File: config.mk
export PLATFORM = sky130hd
export DESIGN_NAME = bankers_safety_and_request
export DESIGN_NICKNAME = d
export VERILOG_FILES = /design/src/design/bsr_pkg.sv /design/src/design/bankers_safety_and_request.sv /design/src/design/bsr_row_mem.sv
export SDC_FILE = /design/constraint.sdc
export NUM_CORES = 1
export LEC_CHECK = 0
export BUFFER_PORTS_ARGS = -buffer_cell sky130_fd_sc_hd__buf_2
export CAP_MARGIN = 20
export CORE_MARGIN = 10
export CORE_UTILIZATION = 69
export DETAILED_ROUTE_END_ITERATION = 10
export PLACE_DENSITY_LB_ADDON = 0.15
export REMOVE_ABC_BUFFERS = 1
export SYNTH_ARGS = -nofsm -noshare
export SYNTH_HDL_FRONTEND = slang
export SYNTH_HIERARCHICAL = 1
export SYNTH_SLANG_ARGS = --single-unit
File: constraint.sdc
create_clock -name clock -period 10.71 [get_ports clock]
set_clock_uncertainty 0.2 [all_clocks]
set_input_delay 2.142 -clock clock [delete_from_list [all_inputs] [get_ports clock]]
set_output_delay 2.142 -clock clock [all_outputs]
set_load 0.01 [all_outputs]
File: src/design/bsr_pkg.sv
`timescale 1ns / 1ps

package bsr_pkg;

   localparam int PROCS_DEF      = 8;
   localparam int RES_DEF        = 4;
   localparam int COUNT_BITS_DEF = 8;

   localparam int WORK_BASE_W = 12;
   localparam int WORK_MAX    = 4095;

   localparam int CMD_W    = 3;
   localparam int PROC_W   = 3;
   localparam int RESIDX_W = 2;
   localparam int VALUE_W  = 8;
   localparam int STATUS_W = 2;
   localparam int PCFG_W   = 4;
   localparam int RCFG_W   = 3;
   localparam int CSR_IDX_W  = 2;
   localparam int CSR_DATA_W = 4;

   typedef enum logic [CMD_W-1:0] {
      CMD_LOAD_ALLOC = 3'd0,
      CMD_LOAD_MAX   = 3'd1,
      CMD_LOAD_AVAIL = 3'd2,
      CMD_CHECK      = 3'd3,
      CMD_REQUEST    = 3'd4
   } cmd_type;

   typedef enum logic [STATUS_W-1:0] {
      ST_SAFE   = 2'd0,
      ST_UNSAFE = 2'd1,
      ST_EXCEED = 2'd2,
      ST_WAIT   = 2'd3
   } status_type;

   typedef enum logic [CSR_IDX_W-1:0] {
      CSR_PROC_COUNT = 2'd0,
      CSR_RES_COUNT  = 2'd1
   } csr_type;

endpackage

File: src/design/bankers_safety_and_request.sv
`timescale 1ns / 1ps
// Channel | Direction | Handshake           | Payload
// req_    | in        | req_valid/req_stall | cmd, proc, res, value, last
// rsp_    | out       | rsp_valid/rsp_stall | status, proc_id, seq_valid, last_res
// csr_    | in        | csr_valid/csr_ready | index, data (always ready)
//
// Loads and non-last request elements are taken in the idle state. A check runs a set-up
// state, up to n passes over the n rows (one row read per cycle, all resources
// compared at once), n sequence entries when safe and one final result.
// A request adds a test state, and one more state to roll back an unsafe grant.
// Synchronous reset clears the control state and counts to 8 and 4.
// A stalled result holds in the output register; req_stall stays high
// until the final transaction of the current item has been loaded.

module bankers_safety_and_request #(
   parameter int PROCS      = bsr_pkg::PROCS_DEF,
   parameter int RES        = bsr_pkg::RES_DEF,
   parameter int COUNT_BITS = bsr_pkg::COUNT_BITS_DEF
) (
   input  logic                            clock,
   input  logic                            reset,
   input  logic                            req_valid,
   output logic                            req_stall,
   input  logic [bsr_pkg::CMD_W-1:0]       req_cmd,
   input  logic [bsr_pkg::PROC_W-1:0]      req_proc,
   input  logic [bsr_pkg::RESIDX_W-1:0]    req_res,
   input  logic [bsr_pkg::VALUE_W-1:0]     req_value,
   input  logic                            req_last,
   output logic                            rsp_valid,
   input  logic                            rsp_stall,
   output logic [bsr_pkg::STATUS_W-1:0]    rsp_status,
   output logic [bsr_pkg::PROC_W-1:0]      rsp_proc_id,
   output logic                            rsp_seq_valid,
   output logic                            rsp_last_res,
   input  logic                            csr_valid,
   output logic                            csr_ready,
   input  logic [bsr_pkg::CSR_IDX_W-1:0]   csr_index,
   input  logic [bsr_pkg::CSR_DATA_W-1:0]  csr_data
);

   localparam int CB     = COUNT_BITS;
   localparam int PIW    = (PROCS > 1) ? $clog2(PROCS) : 1;
   localparam int PCW    = $clog2(PROCS + 1);
   localparam int RCW    = $clog2(RES + 1);
   localparam int WORK_W = (CB > bsr_pkg::WORK_BASE_W) ? CB : bsr_pkg::WORK_BASE_W;
   localparam int SUM_W  = WORK_W + 1;
   localparam int CMP_W  = SUM_W + 1;
   localparam int ROW_W  = RES * CB;

   typedef enum logic [2:0] {
      S_IDLE, S_REQ_CHK, S_INIT, S_SCAN, S_ROLL, S_SEQ, S_FIN
   } state_type;

   state_type                     state_ff;
   logic [bsr_pkg::PCFG_W-1:0]    pcfg_ff;
   logic [bsr_pkg::RCFG_W-1:0]    rcfg_ff;
   logic [CB-1:0]                 avail_ff  [RES];
   logic [CB-1:0]                 reqbuf_ff [RES];
   logic [WORK_W-1:0]             work_ff   [RES];
   logic [PROCS-1:0]              fin_ff;
   logic [PIW-1:0]                order_ff  [PROCS];
   logic [PCW-1:0]                cnt_ff;
   logic                          found_ff;
   logic [PIW-1:0]                rd_idx_ff;
   logic [PIW-1:0]                ev_idx_ff;
   logic [PIW-1:0]                k_ff;
   logic [PIW-1:0]                proc_ff;
   logic                          from_req_ff;
   bsr_pkg::status_type           status_ff;
   logic [ROW_W-1:0]              alloc_sv_ff;
   logic                          rsp_valid_ff;
   logic [bsr_pkg::STATUS_W-1:0]  rsp_status_ff;
   logic [bsr_pkg::PROC_W-1:0]    rsp_proc_id_ff;
   logic                          rsp_seq_valid_ff;
   logic                          rsp_last_res_ff;

   logic [PCW-1:0]                n_cnt;
   logic [RCW-1:0]                m_cnt;
   logic [PIW-1:0]                n_last;
   logic [RES-1:0]                lane_use;
   logic                          in_acc;
   logic                          out_free;
   logic                          rsp_load;
   logic                          load_p_ok;
   logic                          res_ok;

   logic                          aw_en;
   logic [RES-1:0]                aw_lane;
   logic [PIW-1:0]                aw_addr;
   logic [ROW_W-1:0]              aw_data;
   logic                          cw_en;
   logic [PIW-1:0]                rd_addr;
   logic [ROW_W-1:0]              alloc_row;
   logic [ROW_W-1:0]              claim_row;
   logic [ROW_W-1:0]              grant_row;
   logic [ROW_W-1:0]              load_row;
   logic [RES-1:0]                load_lane;

   logic signed [CMP_W-1:0]       need_w [RES];
   logic [WORK_W-1:0]             work_add [RES];
   logic [SUM_W-1:0]              sum_w [RES];
   logic                          fits;
   logic                          exceed;
   logic                          short_av;
   logic [PIW-1:0]                rd_next;

   assign n_cnt = (pcfg_ff == '0) ? PCW'(1) :
                  ((32'(pcfg_ff) > PROCS) ? PCW'(PROCS) : PCW'(pcfg_ff));
   assign m_cnt = (rcfg_ff == '0) ? RCW'(1) :
                  ((32'(rcfg_ff) > RES) ? RCW'(RES) : RCW'(rcfg_ff));
   assign n_last = PIW'(n_cnt - PCW'(1));

   always_comb begin
      for (int j = 0; j < RES; j++) begin
         lane_use[j] = (j < 32'(m_cnt));
      end
   end

   assign in_acc    = req_valid && !req_stall;
   assign out_free  = !rsp_valid_ff || !rsp_stall;
   assign rsp_load  = out_free && (state_ff == S_SEQ || state_ff == S_FIN);
   assign load_p_ok = 32'(req_proc) < PROCS;
   assign res_ok    = 32'(req_res) < RES;
   assign load_lane = RES'(1) << req_res;
   assign rd_next   = (rd_idx_ff == n_last) ? '0 : PIW'(rd_idx_ff + PIW'(1));

   always_comb begin
      for (int j = 0; j < RES; j++) begin
         load_row[j*CB +: CB]  = CB'(req_value);
         grant_row[j*CB +: CB] = alloc_row[j*CB +: CB] + reqbuf_ff[j];
      end
   end

   always_comb begin
      fits     = 1'b1;
      exceed   = 1'b0;
      short_av = 1'b0;
      for (int j = 0; j < RES; j++) begin
         need_w[j]   = signed'(CMP_W'(claim_row[j*CB +: CB]))
                     - signed'(CMP_W'(alloc_row[j*CB +: CB]));
         sum_w[j]    = SUM_W'(work_ff[j]) + SUM_W'(alloc_row[j*CB +: CB]);
         work_add[j] = (sum_w[j] > SUM_W'(bsr_pkg::WORK_MAX)) ?
                       WORK_W'(bsr_pkg::WORK_MAX) : sum_w[j][WORK_W-1:0];
         if (lane_use[j]) begin
            if (need_w[j] > signed'(CMP_W'(work_ff[j]))) fits = 1'b0;
            if (signed'(CMP_W'(reqbuf_ff[j])) > need_w[j]) exceed = 1'b1;
            if (reqbuf_ff[j] > avail_ff[j]) short_av = 1'b1;
         end
      end
   end

   always_comb begin
      aw_en   = 1'b0;
      aw_lane = load_lane;
      aw_addr = PIW'(req_proc);
      aw_data = load_row;
      cw_en   = 1'b0;
      rd_addr = '0;
      case (state_ff)
         S_IDLE: begin
            rd_addr = PIW'(req_proc);
            aw_en   = in_acc && req_cmd == bsr_pkg::CMD_LOAD_ALLOC && load_p_ok && res_ok;
            cw_en   = in_acc && req_cmd == bsr_pkg::CMD_LOAD_MAX && load_p_ok && res_ok;
         end
         S_REQ_CHK: begin
            aw_en   = !exceed && !short_av;
            aw_lane = lane_use;
            aw_addr = proc_ff;
            aw_data = grant_row;
         end
         S_SCAN: begin
            rd_addr = rd_idx_ff;
         end
         S_ROLL: begin
            aw_en   = 1'b1;
            aw_lane = '1;
            aw_addr = proc_ff;
            aw_data = alloc_sv_ff;
         end
         default: begin
            rd_addr = '0;
         end
      endcase
   end

   bsr_row_mem #(
      .ROWS(PROCS), .LANES(RES), .LANE_W(CB), .ADDR_W(PIW)
   ) u_alloc_mem (
      .clock(clock), .wr_en(aw_en), .wr_lane(aw_lane), .wr_addr(aw_addr),
      .wr_data(aw_data), .rd_addr(rd_addr), .rd_data(alloc_row)
   );

   bsr_row_mem #(
      .ROWS(PROCS), .LANES(RES), .LANE_W(CB), .ADDR_W(PIW)
   ) u_claim_mem (
      .clock(clock), .wr_en(cw_en), .wr_lane(load_lane), .wr_addr(PIW'(req_proc)),
      .wr_data(load_row), .rd_addr(rd_addr), .rd_data(claim_row)
   );

   always_ff @(posedge clock) begin
      if (reset) begin
         state_ff     <= S_IDLE;
         rsp_valid_ff <= 1'b0;
         pcfg_ff      <= bsr_pkg::PCFG_W'(8);
         rcfg_ff      <= bsr_pkg::RCFG_W'(4);
         fin_ff       <= '0;
         cnt_ff       <= '0;
         found_ff     <= 1'b0;
         from_req_ff  <= 1'b0;
         for (int j = 0; j < RES; j++) work_ff[j] <= '0;
         for (int i = 0; i < PROCS; i++) order_ff[i] <= '0;
      end else begin
         if (rsp_valid_ff && !rsp_stall && !rsp_load) begin
            rsp_valid_ff <= 1'b0;
         end
         case (state_ff)
            S_IDLE: begin
               if (in_acc) begin
                  case (req_cmd)
                     bsr_pkg::CMD_LOAD_AVAIL: begin
                        if (res_ok) avail_ff[req_res] <= CB'(req_value);
                     end
                     bsr_pkg::CMD_CHECK: begin
                        from_req_ff <= 1'b0;
                        state_ff    <= S_INIT;
                     end
                     bsr_pkg::CMD_REQUEST: begin
                        if (res_ok) reqbuf_ff[req_res] <= CB'(req_value);
                        if (req_last) begin
                           if (32'(req_proc) >= 32'(n_cnt)) begin
                              status_ff <= bsr_pkg::ST_EXCEED;
                              state_ff  <= S_FIN;
                           end else begin
                              proc_ff  <= PIW'(req_proc);
                              state_ff <= S_REQ_CHK;
                           end
                        end
                     end
                     default: begin
                        state_ff <= S_IDLE;
                     end
                  endcase
               end
            end
            S_REQ_CHK: begin
               if (exceed) begin
                  status_ff <= bsr_pkg::ST_EXCEED;
                  state_ff  <= S_FIN;
               end else if (short_av) begin
                  status_ff <= bsr_pkg::ST_WAIT;
                  state_ff  <= S_FIN;
               end else begin
                  for (int j = 0; j < RES; j++) begin
                     if (lane_use[j]) avail_ff[j] <= avail_ff[j] - reqbuf_ff[j];
                  end
                  alloc_sv_ff <= alloc_row;
                  from_req_ff <= 1'b1;
                  state_ff    <= S_INIT;
               end
            end
            S_INIT: begin
               for (int j = 0; j < RES; j++) begin
                  work_ff[j] <= lane_use[j] ? WORK_W'(avail_ff[j]) : '0;
               end
               fin_ff    <= '0;
               cnt_ff    <= '0;
               found_ff  <= 1'b0;
               ev_idx_ff <= '0;
               rd_idx_ff <= (n_last == '0) ? '0 : PIW'(1);
               state_ff  <= S_SCAN;
            end
            S_SCAN: begin
               logic take;
               logic [PCW-1:0] cnt_nx;
               take   = !fin_ff[ev_idx_ff] && fits;
               cnt_nx = cnt_ff + PCW'(take);
               if (take) begin
                  for (int j = 0; j < RES; j++) begin
                     if (lane_use[j]) work_ff[j] <= work_add[j];
                  end
                  fin_ff[ev_idx_ff]         <= 1'b1;
                  order_ff[PIW'(cnt_ff)]    <= ev_idx_ff;
               end
               cnt_ff    <= cnt_nx;
               found_ff  <= (ev_idx_ff == n_last) ? 1'b0 : (found_ff || take);
               ev_idx_ff <= rd_idx_ff;
               rd_idx_ff <= rd_next;
               if (ev_idx_ff == n_last) begin
                  if (cnt_nx == n_cnt) begin
                     status_ff <= bsr_pkg::ST_SAFE;
                     k_ff      <= '0;
                     state_ff  <= S_SEQ;
                  end else if (!(found_ff || take)) begin
                     status_ff <= bsr_pkg::ST_UNSAFE;
                     state_ff  <= from_req_ff ? S_ROLL : S_FIN;
                  end
               end
            end
            S_ROLL: begin
               for (int j = 0; j < RES; j++) begin
                  if (lane_use[j]) avail_ff[j] <= avail_ff[j] + reqbuf_ff[j];
               end
               state_ff <= S_FIN;
            end
            S_SEQ: begin
               if (out_free) begin
                  rsp_valid_ff     <= 1'b1;
                  rsp_status_ff    <= bsr_pkg::ST_SAFE;
                  rsp_proc_id_ff   <= bsr_pkg::PROC_W'(order_ff[k_ff]);
                  rsp_seq_valid_ff <= 1'b1;
                  rsp_last_res_ff  <= 1'b0;
                  k_ff             <= PIW'(k_ff + PIW'(1));
                  if (k_ff == n_last) state_ff <= S_FIN;
               end
            end
            S_FIN: begin
               if (out_free) begin
                  rsp_valid_ff     <= 1'b1;
                  rsp_status_ff    <= status_ff;
                  rsp_proc_id_ff   <= '0;
                  rsp_seq_valid_ff <= 1'b0;
                  rsp_last_res_ff  <= 1'b1;
                  state_ff         <= S_IDLE;
               end
            end
            default: begin
               state_ff <= S_IDLE;
            end
         endcase

         if (csr_valid && csr_ready) begin
            case (csr_index)
               bsr_pkg::CSR_PROC_COUNT: pcfg_ff <= csr_data[bsr_pkg::PCFG_W-1:0];
               bsr_pkg::CSR_RES_COUNT:  rcfg_ff <= csr_data[bsr_pkg::RCFG_W-1:0];
               default: begin
                  pcfg_ff <= pcfg_ff;
               end
            endcase
         end
      end
   end

   assign req_stall     = (state_ff != S_IDLE);
   assign csr_ready     = 1'b1;
   assign rsp_valid     = rsp_valid_ff;
   assign rsp_status    = rsp_status_ff;
   assign rsp_proc_id   = rsp_proc_id_ff;
   assign rsp_seq_valid = rsp_seq_valid_ff;
   assign rsp_last_res  = rsp_last_res_ff;

endmodule

File: src/design/bsr_row_mem.sv
`timescale 1ns / 1ps

module bsr_row_mem #(
   parameter int ROWS   = 8,
   parameter int LANES  = 4,
   parameter int LANE_W = 8,
   parameter int ADDR_W = 3
) (
   input  logic                      clock,
   input  logic                      wr_en,
   input  logic [LANES-1:0]          wr_lane,
   input  logic [ADDR_W-1:0]         wr_addr,
   input  logic [LANES*LANE_W-1:0]   wr_data,
   input  logic [ADDR_W-1:0]         rd_addr,
   output logic [LANES*LANE_W-1:0]   rd_data
);

   logic [LANES*LANE_W-1:0] mem [ROWS];

   always_ff @(posedge clock) begin
      for (int l = 0; l < LANES; l++) begin
         if (wr_en && wr_lane[l]) begin
            mem[wr_addr][l*LANE_W +: LANE_W] <= wr_data[l*LANE_W +: LANE_W];
         end
      end
   end

   always_ff @(posedge clock) begin
      rd_data <= mem[rd_addr];
   end

endmodule

==> flow_summary_export.csv, run 1 <==
group,metric,value,unit
yosys,synth_edf_count,697,
timing,period_needed,7.019,ns
route,initialDrtViolationCount,2706,
route,vias,24670,
yosys,synth_top_cell_area_share,0.5363,
worst_setup_path,cp.arrival,7.16,ns
timing,fin_crit_sh,0.6554,
timing,slew_headroom,0.2503,
route,ant_nets,0,
final_layout,layout-area-overhead-vs-synth,9.230,%
cts,cts_resized,0,
yosys,ys_ff_latch,793,
power,peakVddDrop,0.2136,mV
timing,setup_viol,0,
worst_setup_path,critPathKind,"reg -> reg",
timing,hold_violations,0,
final_layout,nNetsFinal,3152,
worst_setup_path,rrSetupSlack,3.69,ns
yosys,synthArstFlopShare,0,
final_layout,fillCellCount,3308,
yosys,synthCells,2800,
die,io-pin-count,38,
global_routing,antenna_found_initial,5,
timing,slew_viol_final,0,
power,power_density,218.5,mW/mm^2
power,leakagePower,16.04,nW
cts,cts_tree,"done",
die,start_util,0.6948,
yosys,synthTopCellsByArea,"edfxtp_1, ha_1, mux4_1, dfxtp_1, mux4_2",
final_layout,drive_gt1_frac,0.1190,
final_layout,multi_input_area,0.01495,mm^2
cts,cts.clk_slew.worst_paths,0.06,ns
hold_path,hp-class,"reg -> reg",
timing,fmax,0.1425,GHz
worst_setup_path,cp-end-kind,"flop",
worst_setup_path,worstPathRequired,10.85,ns
die,die_y,257.8,um
route,drt-pass1-iter-count,6,
yosys,synth.largest_area_cell,"edfxtp_1",
yosys,synth_ff_type,"edfxtp_1",
placed_design,hpwl,66620,um
die,rows,87,
route,drcViolationCount,0,
route,wl_per_cell,26.93,um
cts,clockBufferDepth,3,
die,core,0.05617,mm^2
placed_design,dp_cells,3533,
global_routing,grt_pass1_wl,149800,um
worst_setup_path,startpoint_type,"flop",
cts,cts_root_buffer,"clkbuf_16",
run_status,outcome,"finished, final reports clean",
cts,numCtsBuffers,79,
placed_design,place_congestion,0.9557,
cts,cts_htree_levels,3,
cts,cts.sinks,793,
die,die_area,0.06647,mm^2
worst_setup_path,crit_path_max_fanout,8,
global_routing,grt_usage,0.2974,
yosys,netlist_area,0.03903,mm^2
run,cap_violations,0,
cts,hold_buffers,0,
cts,post_cts_buffers,0,
timing,rsz0062_at_grt,"false",
global_routing,first_global_vias,24800,
global_routing,grt_max_degree,85,
final_layout,seqCellArea,0.02285,mm^2
global_routing,grt-ovfl-total,0,
route,wirelength,99190,um
yosys,yosysWarnings,6,
final_layout,final_cells,3683,
timing,worst_pin_slew,1.120,ns
yosys,synth_area_per_cell,13.94,um^2
timing,fin_setup_tns,0,ns
yosys,synth_seq_area_share,0.5855,
placed_design,portBuffers,36,
route,via_per_inst,6.698,
die,die_x,257.8,um
cts,clkLatencyLatePin,0.65,ns
yosys,yosys.cell_types.count,89,
## where the power goes
group	internal [mW]	switching, mW	total, mW
clock network	1.62	1.21	2.84
logic	1.18	1.59	2.77
registers	3.55	0.164	3.71
total	6.35	2.97	9.31
## per-layer routing
metal  global-route usage  up-vias  wire length [um]
met5                    0        -                23
met1               0.3823    12330             37910
met2               0.4826     1328             47150
met3              0.06622      259              9493
met4               0.1328        4              4607
li1                     -    10750                 -
## synthesized netlist by cell type, drive strengths merged (7+ instances only)
cell and n:
dfxtp 96, fa 20, buf 43, and3 14, a21boi 9, and2 18, nor2b 23, a211o 11
mux2i 11, ha 245, nand4 9, mux4 134, nor3 35, o21a 16, o21ai 119, a211oi 26
or3 9, nand2 143, o221ai 7, nand3 25, a221o 24, nand2b 20, a21o 70, o21bai 37
inv 210, mux2 72, nor2 236, o211ai 7, edfxtp 697, clkbuf 44, xnor2 58, nand3b 12
xor2 46, nor4 11, a21oi 142, o22ai 10
## worst max-delay path: stages, from the launching register on
cell	delay, ns
dfxtp_1	0.49
inv_1	0.13
fa_1	0.47
a21oi_1	0.23
o21ai_1	0.12
o21ai_0	0.76
ha_1	0.41
a21o_1	0.16
a21oi_1	0.16
o21a_1	0.15
a211oi_1	0.15
a311o_1	0.46
a211oi_2	0.51
ha_1	0.30
ha_1	0.22
xor2_1	0.21
xnor2_1	0.09
nor4_1	0.80
a32oi_1	0.09
or3_1	0.44
inv_1	0.15
## area by class of cell
cell class / instances / share of cell area
flip-flops and latches: 793 / 0.5361
multi-input cells: 1709 / 0.3506
clock buffers: 101 / 0.04972
well taps: 756 / 0.02219
inverters: 211 / 0.01858
clock inverters: 46 / 0.01315
repair buffers: 65 / 0.009568
diodes: 2 / 0.0001174
## registers in the layout, indices dropped and copies added (netlist names), 4 cells and up, named ones only
register / flops
reqbuf_ff: 32
u_alloc_mem/mem: 256
work_ff: 48
fin_ff: 8
avail_ff: 32
cnt_ff: 4
alloc_sv_ff: 32
u_claim_mem/rd_data: 32
u_alloc_mem/rd_data: 32
order_ff: 24
pcfg_ff: 4
u_claim_mem/mem: 256
## cells in the final DEF, fill, tap and decap left out, types with 46 or more instances in the layout
cell         n
a21o_1      67
xor2_1      46
dfxtp_1     96
clkbuf_16   79
nor2_1     234
mux2_2      71
mux4_2      54
xnor2_1     58
nand2_1    143
a21oi_1    141
mux4_1      80
inv_1      209
edfxtp_1   697
ha_1       245
o21ai_0    109
## metrics by stage
step / hold WS (ns) / util / setup WS (ns) / power, mW / instance area [um^2]
after floorplan: 0.2179 / - / 3.548 / 5.684 / 38550
after global placement: 0.2329 / 0.7107 / 4.033 / 6.339 / 39920
after detailed placement: 0.2384 / 0.7110 / 3.923 / 6.456 / 39940
after CTS: 0.2560 / 0.7587 / 3.831 / 9.294 / 42620
after global routing: 0.2773 / 0.7589 / 3.238 / 9.726 / 42620
final: 0.2524 / 0.7590 / 3.691 / 9.314 / 42630
## final timing paths
check             cells after the start                           start                      to
hold / removal                        2          fin_ff[3]$_SDFFE_PP0P_  fin_ff[3]$_SDFFE_PP0P_
setup reg to reg                     20  u_alloc_mem/rd_data[9]$_DFF_P_       k_ff[1]$_DFFE_PP_
setup / recovery                     20  u_alloc_mem/rd_data[9]$_DFF_P_       k_ff[1]$_DFFE_PP_
hold reg to reg                       2          fin_ff[3]$_SDFFE_PP0P_  fin_ff[3]$_SDFFE_PP0P_
## logic make-up after synthesis
kind of cell	count (synthesis)	synth area share
xor gates and xnor gates	104	0.02334
DFF	793	0.5855
AOI/OAI and AO/OA	540	0.09204
muxes	217	0.1086
buffers and inverters	298	0.03254
adders and majority gates	265	0.08880
and+or+nand+nor	582	0.06902
other	1	0.00009609
(Power assumes the default switching activity.)
==> run 2: changes to the inputs <==
Settings changed: CORE_UTILIZATION 69 to 58.
Clock period 10.71 ns to 6.1 ns, I/O delays scaled along.
==> run 2 against run 1 <==
Against the previous run:
- total power up 82%
- critical path depth is 5 higher
- sequential power grew 74%
- final cell count increased by 5.1%
- hold slack improved by 0.0097 ns
- global-route usage decreased by 4.5 points
- clock power rose by 93%
- sequential cell count did not move
- combinational power up 81%
- first-iteration DRC count down 18%
==> flow_summary_export.csv, run 2 (same netlist as run 1, synthesis figures left out) <==
group,metric,value,unit
worst_setup_path,r2r-start,"u_alloc_mem/rd_data[25]$_DFF_P_",
final_layout,stdcell_area,0.04361,mm^2
global_routing,first_global_vias,24440,
route,drt-pass1-iter-count,5,
worst_setup_path,cp.arrival,6.03,ns
timing,fin_setup_tns,0,ns
timing,hold_violations,0,
cts,cts.clk_slew.worst_paths,0.06,ns
cts,cts_root_buffer,"clkbuf_16",
route,drcViolationCount,0,
die,rows,95,
global_routing,grt_max_degree,129,
die,io-pin-count,38,
cts,numCtsBuffers,83,
timing,fmax,0.1702,GHz
final_layout,fillCellCount,4743,
worst_setup_path,cp-startpoint,"u_alloc_mem/rd_data[25]$_DFF_P_",
cts,clockBufferDepth,3,
power,leakagePower,16.55,nW
placed_design,place_area,0.04056,mm^2
hold_path,hp-class,"reg -> reg",
timing,setup_slack,0.2235,ns
die,die_x,279.4,um
placed_design,dp_worst_setup_slack,-0.009173,ns
cts,clkLatencyLatePin,0.65,ns
timing,fin_crit_sh,0.9634,
placed_design,hpwl,69100,um
die,core,0.06692,mm^2
placed_design,dp_cells,3711,
final_layout,layout-area-overhead-vs-synth,11.73,%
power,pwr-share-seq,0.380,
timing,period_needed,5.877,ns
worst_setup_path,crit_path_max_fanout,7,
power,power_density,388.2,mW/mm^2
cts,cts_htree_levels,3,
placed_design,place_congestion,0.9675,
run,cap_violations,0,
worst_setup_path,slowest_stage,"or3_4",
final_layout,drive_gt1_frac,0.1415,
route,initialDrtViolationCount,2208,
final_layout,top_regs,"u_alloc_mem/mem (256), u_claim_mem/mem (256), work_ff (48)",
worst_setup_path,cp-end-kind,"flop",
worst_setup_path,critPathKind,"reg -> reg",
power,peakVddDrop,0.4781,mV
route,via_per_inst,6.252,
route,wl_per_cell,25.58,um
route,vias,24200,
final_layout,final_cell_mix,"edfxtp_1, ha_1, nor2_1, inv_1, nand2_1",
cts,cts_tree,"done",
cts,cts.sinks,793,
final_layout,final_util,0.6516,
final_layout,final_common_cell,"edfxtp_1",
global_routing,antenna_found_initial,4,
final_layout,final_cells,3871,
route,ant_nets,0,
run_status,outcome,"finished, final reports clean",
timing,setup_viol,0,
die,die_y,279.4,um
worst_setup_path,worstPathRequired,6.25,ns
worst_setup_path,startpoint_type,"flop",
power,p_int,11.69,mW
die,die_area,0.07806,mm^2
worst_setup_path,critPathMaxStageDelay,0.39,ns
hold_path,hold_path_startpoint,"fin_ff[0]$_SDFFE_PP0P_",
route,wirelength,99000,um
global_routing,grt_pass1_wl,149800,um
placed_design,portBuffers,36,
global_routing,grt_usage,0.2528,
timing,whs,0.2621,ns
worst_setup_path,cp_common_cell,"a21o_1",
global_routing,grt-ovfl-total,0,
timing,worst_pin_slew,1.112,ns
power,p_switching,5.242,mW
power,finalPower,16.93,mW
timing,slew_headroom,0.2557,
power,pwr-share-comb,0.296,
die,start_util,0.5832,
power,clock_power_share,0.323,
power,swShare,0.3097,
final_layout,nNetsFinal,3222,
timing,slew_viol_final,0,
[run 2: changes by cell type in the layout (fill, tap and decap cells not counted), sizes merged]
cell    delta
inv        +2
buf       +67
clkbuf     -4
bufinv     +9
diode      -1
clkinv     -2
[run 2: power groups by stage]
stage / Clock [mW] / Combinational, mW / Sequential (mW)
after global placement: 0 / 4.75 / 6.55
after global routing: 5.76 / 5.55 / 6.45
after floorplan: 0 / 3.52 / 6.46
after CTS: 5.53 / 4.94 / 6.44
final: 5.47 / 5.02 / 6.44
after detailed placement: 0 / 4.89 / 6.55
[run 2: layout make-up]
cell class / count / area [um^2] / share of cell area
Sequential cell: 793 / 22850 / 0.5241
Multi-Input combinational cell: 1709 / 14990 / 0.3437
Clock buffer: 98 / 2163 / 0.04961
Tap cell: 873 / 1092 / 0.02505
Timing Repair Buffer: 131 / 925.9 / 0.02123
Inverter: 211 / 792.0 / 0.01816
Clock inverter: 55 / 789.5 / 0.01811
Antenna cell: 1 / 2.502 / 0.00005739
[run 2: final timing paths]
path         depth (start not counted)  slack (ns)                      to
max                                 25        0.22       k_ff[2]$_DFFE_PP_
min                                  2        0.26  fin_ff[0]$_SDFFE_PP0P_
max reg2reg                         25        0.22       k_ff[2]$_DFFE_PP_
min reg2reg                          2        0.26  fin_ff[0]$_SDFFE_PP0P_
[run 2: metal layers]
metal	GRT usage	up-vias	part of all wire
li1	-	10910	-
met1	0.3432	12200	0.42
met2	0.4081	908	0.47
met3	0.04210	185	0.071
met4	0.09300	0	0.034
met5	0	-	0
[run 2: repair_timing]
action                                 CTS  global route
pin swaps                                0             1
endpoints found under the hold margin    0             0
hold buffers                             0             0
gates resized for setup                  1             6
setup endpoints to repair                2            11
setup buffers                            0             4
[run 2: critical path: cells and delay by family, from the launching register on]
family                     cells  cell delay (ns)
adders and majority gates      3             0.74
buffers and inverters          3             0.39
xor gates and xnor gates       3             0.51
DFF                            1             0.33
AOI/OAI and AO/OA             11             2.30
and+or+nand+nor                5             1.11
